$ cat src/rtl/core/c8_pkg.sv
// Shared types, constants and a helper function for the CHIP-8 instruction core.
`default_nettype none
package c8_pkg;
	localparam int MEM_BYTES = 4096;
	localparam int STACK_DEPTH = 16;
	localparam int ADDR_W = 12;
	localparam logic [ADDR_W-1:0] START_RESET = 12'h200;
	localparam logic [15:0] OP_RET = 16'h00EE;

	localparam logic [1:0] KIND_WRITE = 2'd0;
	localparam logic [1:0] KIND_READ = 2'd1;
	localparam logic [1:0] KIND_EXEC = 2'd2;

	localparam logic [1:0] ST_OK = 2'd0;
	localparam logic [1:0] ST_UNKNOWN = 2'd1;
	localparam logic [1:0] ST_OVERFLOW = 2'd2;
	localparam logic [1:0] ST_UNDERFLOW = 2'd3;

	localparam logic [1:0] REG_START = 2'd0;

	typedef enum logic [2:0] {
		ALU_ADD,
		ALU_SUB,
		ALU_OR,
		ALU_AND,
		ALU_XOR,
		ALU_PASSB
	} alu_op_t;

	function automatic logic [11:0] bcd8(input logic [7:0] t);
		logic [1:0] h;
		logic [7:0] r;
		logic [14:0] p;
		logic [3:0] tn;
		logic [7:0] o;
		h = (t >= 8'd200) ? 2'd2 : ((t >= 8'd100) ? 2'd1 : 2'd0);
		r = t - 8'(h) * 8'd100;
		p = 15'(r[6:0]) * 15'd205;
		tn = p[14:11];
		o = r - 8'(tn) * 8'd10;
		return {2'b00, h, tn, o[3:0]};
	endfunction
endpackage
`default_nettype wire

$ cat src/rtl/core/c8_alu.sv
// Shared 16-bit arithmetic and compare unit.
`default_nettype none
module c8_alu (
	input wire c8_pkg::alu_op_t op,
	input wire logic [15:0] a,
	input wire logic [15:0] b,
	output logic [15:0] y,
	output logic eq,
	output logic ge
);
	always_comb begin
		case (op)
			c8_pkg::ALU_ADD: y = a + b;
			c8_pkg::ALU_SUB: y = a - b;
			c8_pkg::ALU_OR: y = a | b;
			c8_pkg::ALU_AND: y = a & b;
			c8_pkg::ALU_XOR: y = a ^ b;
			c8_pkg::ALU_PASSB: y = b;
			default: y = '0;
		endcase
	end

	assign eq = (a == b);
	assign ge = (a >= b);
endmodule
`default_nettype wire

$ cat config.mk
export PLATFORM = sky130hd
export DESIGN_NAME = c8_alu
export DESIGN_NICKNAME = d
export VERILOG_FILES = /design/src/rtl/core/c8_pkg.sv /design/src/rtl/core/c8_alu.sv
export SDC_FILE = /design/constraint.sdc
export NUM_CORES = 1
export LEC_CHECK = 0
export ABC_AREA = 1
export CAP_MARGIN = 10
export CORE_MARGIN = 4
export CORE_UTILIZATION = 60
export DETAILED_ROUTE_END_ITERATION = 8
export DONT_BUFFER_PORTS = 1
export PLACE_DENSITY = 0.76
export SKIP_LAST_GASP = 1
export SLEW_MARGIN = 10
export SYNTH_ARGS = -nofsm -noshare
export SYNTH_HDL_FRONTEND = slang
export SYNTH_SLANG_ARGS = --single-unit
$ cat constraint.sdc
create_clock -name vclk -period 6.3
set_input_delay 1.26 -clock vclk [all_inputs]
set_output_delay 1.26 -clock vclk [all_outputs]
set_load 0.01 [all_outputs]
==> flow_summary.ini <==
[outcome]
outcome = completed

[synth]
avgSynthCellArea_um2 = 5.464
yosys-top-cells-area = ha_1 23%, nand2_1 19%, inv_1 14%
synth_area_leader_cell = ha_1
netlist_area_um2 = 2830
yosys.area.top_type_share_pct = 22.99
synth_seq_area_share_pct = 0
ys_types = 31
syn_inst = 518
synth_warnings = 0
syn_nets = 607

[route]
drc = 0
met1_length_um = 3930
via_per_inst = 5.887
vias = 3285
wl_met3_um = 939
ant_nets = 0
wl_met2_um = 3661
wl_um = 8582
drt_first_pass_iters = 5
dr.max_layer_used = met4
detail_route.wl_per_cell_um = 15.38
first_iter_violations = 292

[global_routing]
grt_max_degree = 17
grt_usage_pct = 27.96
gr-total-overflow = 0
grt_pass1_wl_um = 13840
antenna_found_initial = 0
grt_pass1_vias = 2918

[worst_setup_path]
end_kind = output pin
crit_required_ns = 5.04
critPathLaunchType = primary input
worstPathArrival_ns = 2.88
crit_fanout = 7
critical_path_class = in -> out

[die]
start_util_pct = 63.26
die-area_um2 = 5880
chipHeight_um = 76.68
die_x_um = 76.68
coreArea_um2 = 4474
ioPinCount = 53
rows = 24

[timing]
max_freq_mhz = 241.6
rsz0062_at_grt = no
maxSlewViolCount = 0
setup_viol = 0
tns_ns = 0
hold_violations = 0
period_needed_ns = 4.139
slew_headroom_pct = 61.67
worst_slew_pin_slew_ns = 0.5735
fin_crit_sh_pct = 65.69

[cts]
post-cts-setup-buffer-count = 0
ctsResizeCount = 0
cts_hold_buffers = 0

[cells_and_area]
drive_gt1_share_pct = 4.348
diodes = 0
fillerInstances = 466
final_nets = 597
nFlopsAndLatches = 0
final_cell_mix = 140 x nand2_1, 105 x inv_1, 62 x nand3_1
seqCellArea_um2 = 0
multiInputGateArea_um2 = 2336
final_cells = 558
area.growth.synth_to_final_pct = -0.5747
clkbuf_count = 0
mostFrequentLayoutCell = nand2_1

[power]
ir_worst_vdd_uv = 40.41
power_density_nw_per_um2 = 80.70
p_leak_nw = 1.687
total_power_mw = 0.2271

[placed_design]
gp_congestion = 1.019
dpl.cell_count = 558
io_buffers = 0
dp.final_hpwl_um = 6869

[hold_path]
worstHoldPathCells = 2
hold_path_class = in -> out

[flow_run]
drv_cap = 0
==> logic make-up (layout without fill, tap and decap cells) <==
| group | after synthesis | in the layout | share of synthesized area, % |
|---|---|---|---|
| AO/OA/AOI/OAI | 76 | 76 | 17.82 |
| adder cells (fa/ha/maj) | 54 | 54 | 24.40 |
| AND/OR/NAND/NOR | 266 | 266 | 40.32 |
| buffers and inverters | 122 | 110 | 17.46 |
==> critical path, stage by stage <==
cell and delay (ns):
inv_1 0.05, ha_1 0.37, nor2_1 0.32, and2_1 0.18, nand3_1 0.09, nand2_1 0.19, nand2_1 0.10, nand2_1 0.07
nand2_1 0.04, nand3_1 0.07, nand3_1 0.13
==> worst paths after layout <==
| check | from | slack (ns) | end |
|---|---|---|---|
| worst max-delay path | b[5] | 2.16 | y[11] |
| worst min-delay path | b[7] | 2.69 | y[7] |
==> metrics by stage <==
stage	setup WS [ns]	instance area (um^2)	utilization, %	hold slack [ns]
floorplan	2.496	2830	-	2.664
global placement	2.251	2814	62.89	2.688
detailed placement	2.236	2814	62.89	2.693
CTS	2.226	2814	62.89	2.696
global route	2.042	2814	62.89	2.703
finish	2.161	2814	62.89	2.694
==> per-layer routing <==
metal	up-vias	track usage [%]
met5	-	0
met4	0	3.261
met3	8	3.747
met2	172	43.90
met1	1469	41.35
li1	1636	-
==> synth_stat cells <==
cell      instances
nand2_1         140
inv_1           105
nand3_1          62
ha_1             52
nor2_1           42
a21oi_1          28
o22ai_1          16
o21ai_0          11
buf_2             8
nand4_1           6
a211oi_2          5
inv_2             5
o211ai_1          5
and2_1            4
a221oi_2          3
buf_6             3
nor3_1            3
o21bai_1          3
fa_1              2
nand2_2           2
nand3_2           2
nor2_2            2
a21oi_2           1
a221o_2           1
a22oi_1           1
and3_1            1
buf_4             1
nand3b_1          1
nor2_4            1
o21ai_1           1
o221ai_1          1
==> power by group <==
group / internal (mW) / switching (mW)
Sequential: 0 / 0
Combinational: 0.0708 / 0.156
Clock: 0 / 0
==> final cells by class <==
type	instances	share of cell area, %
multi-input cells	396	83.01
inverters	110	14.67
well taps	52	2.312
(Power assumes the default switching activity.)
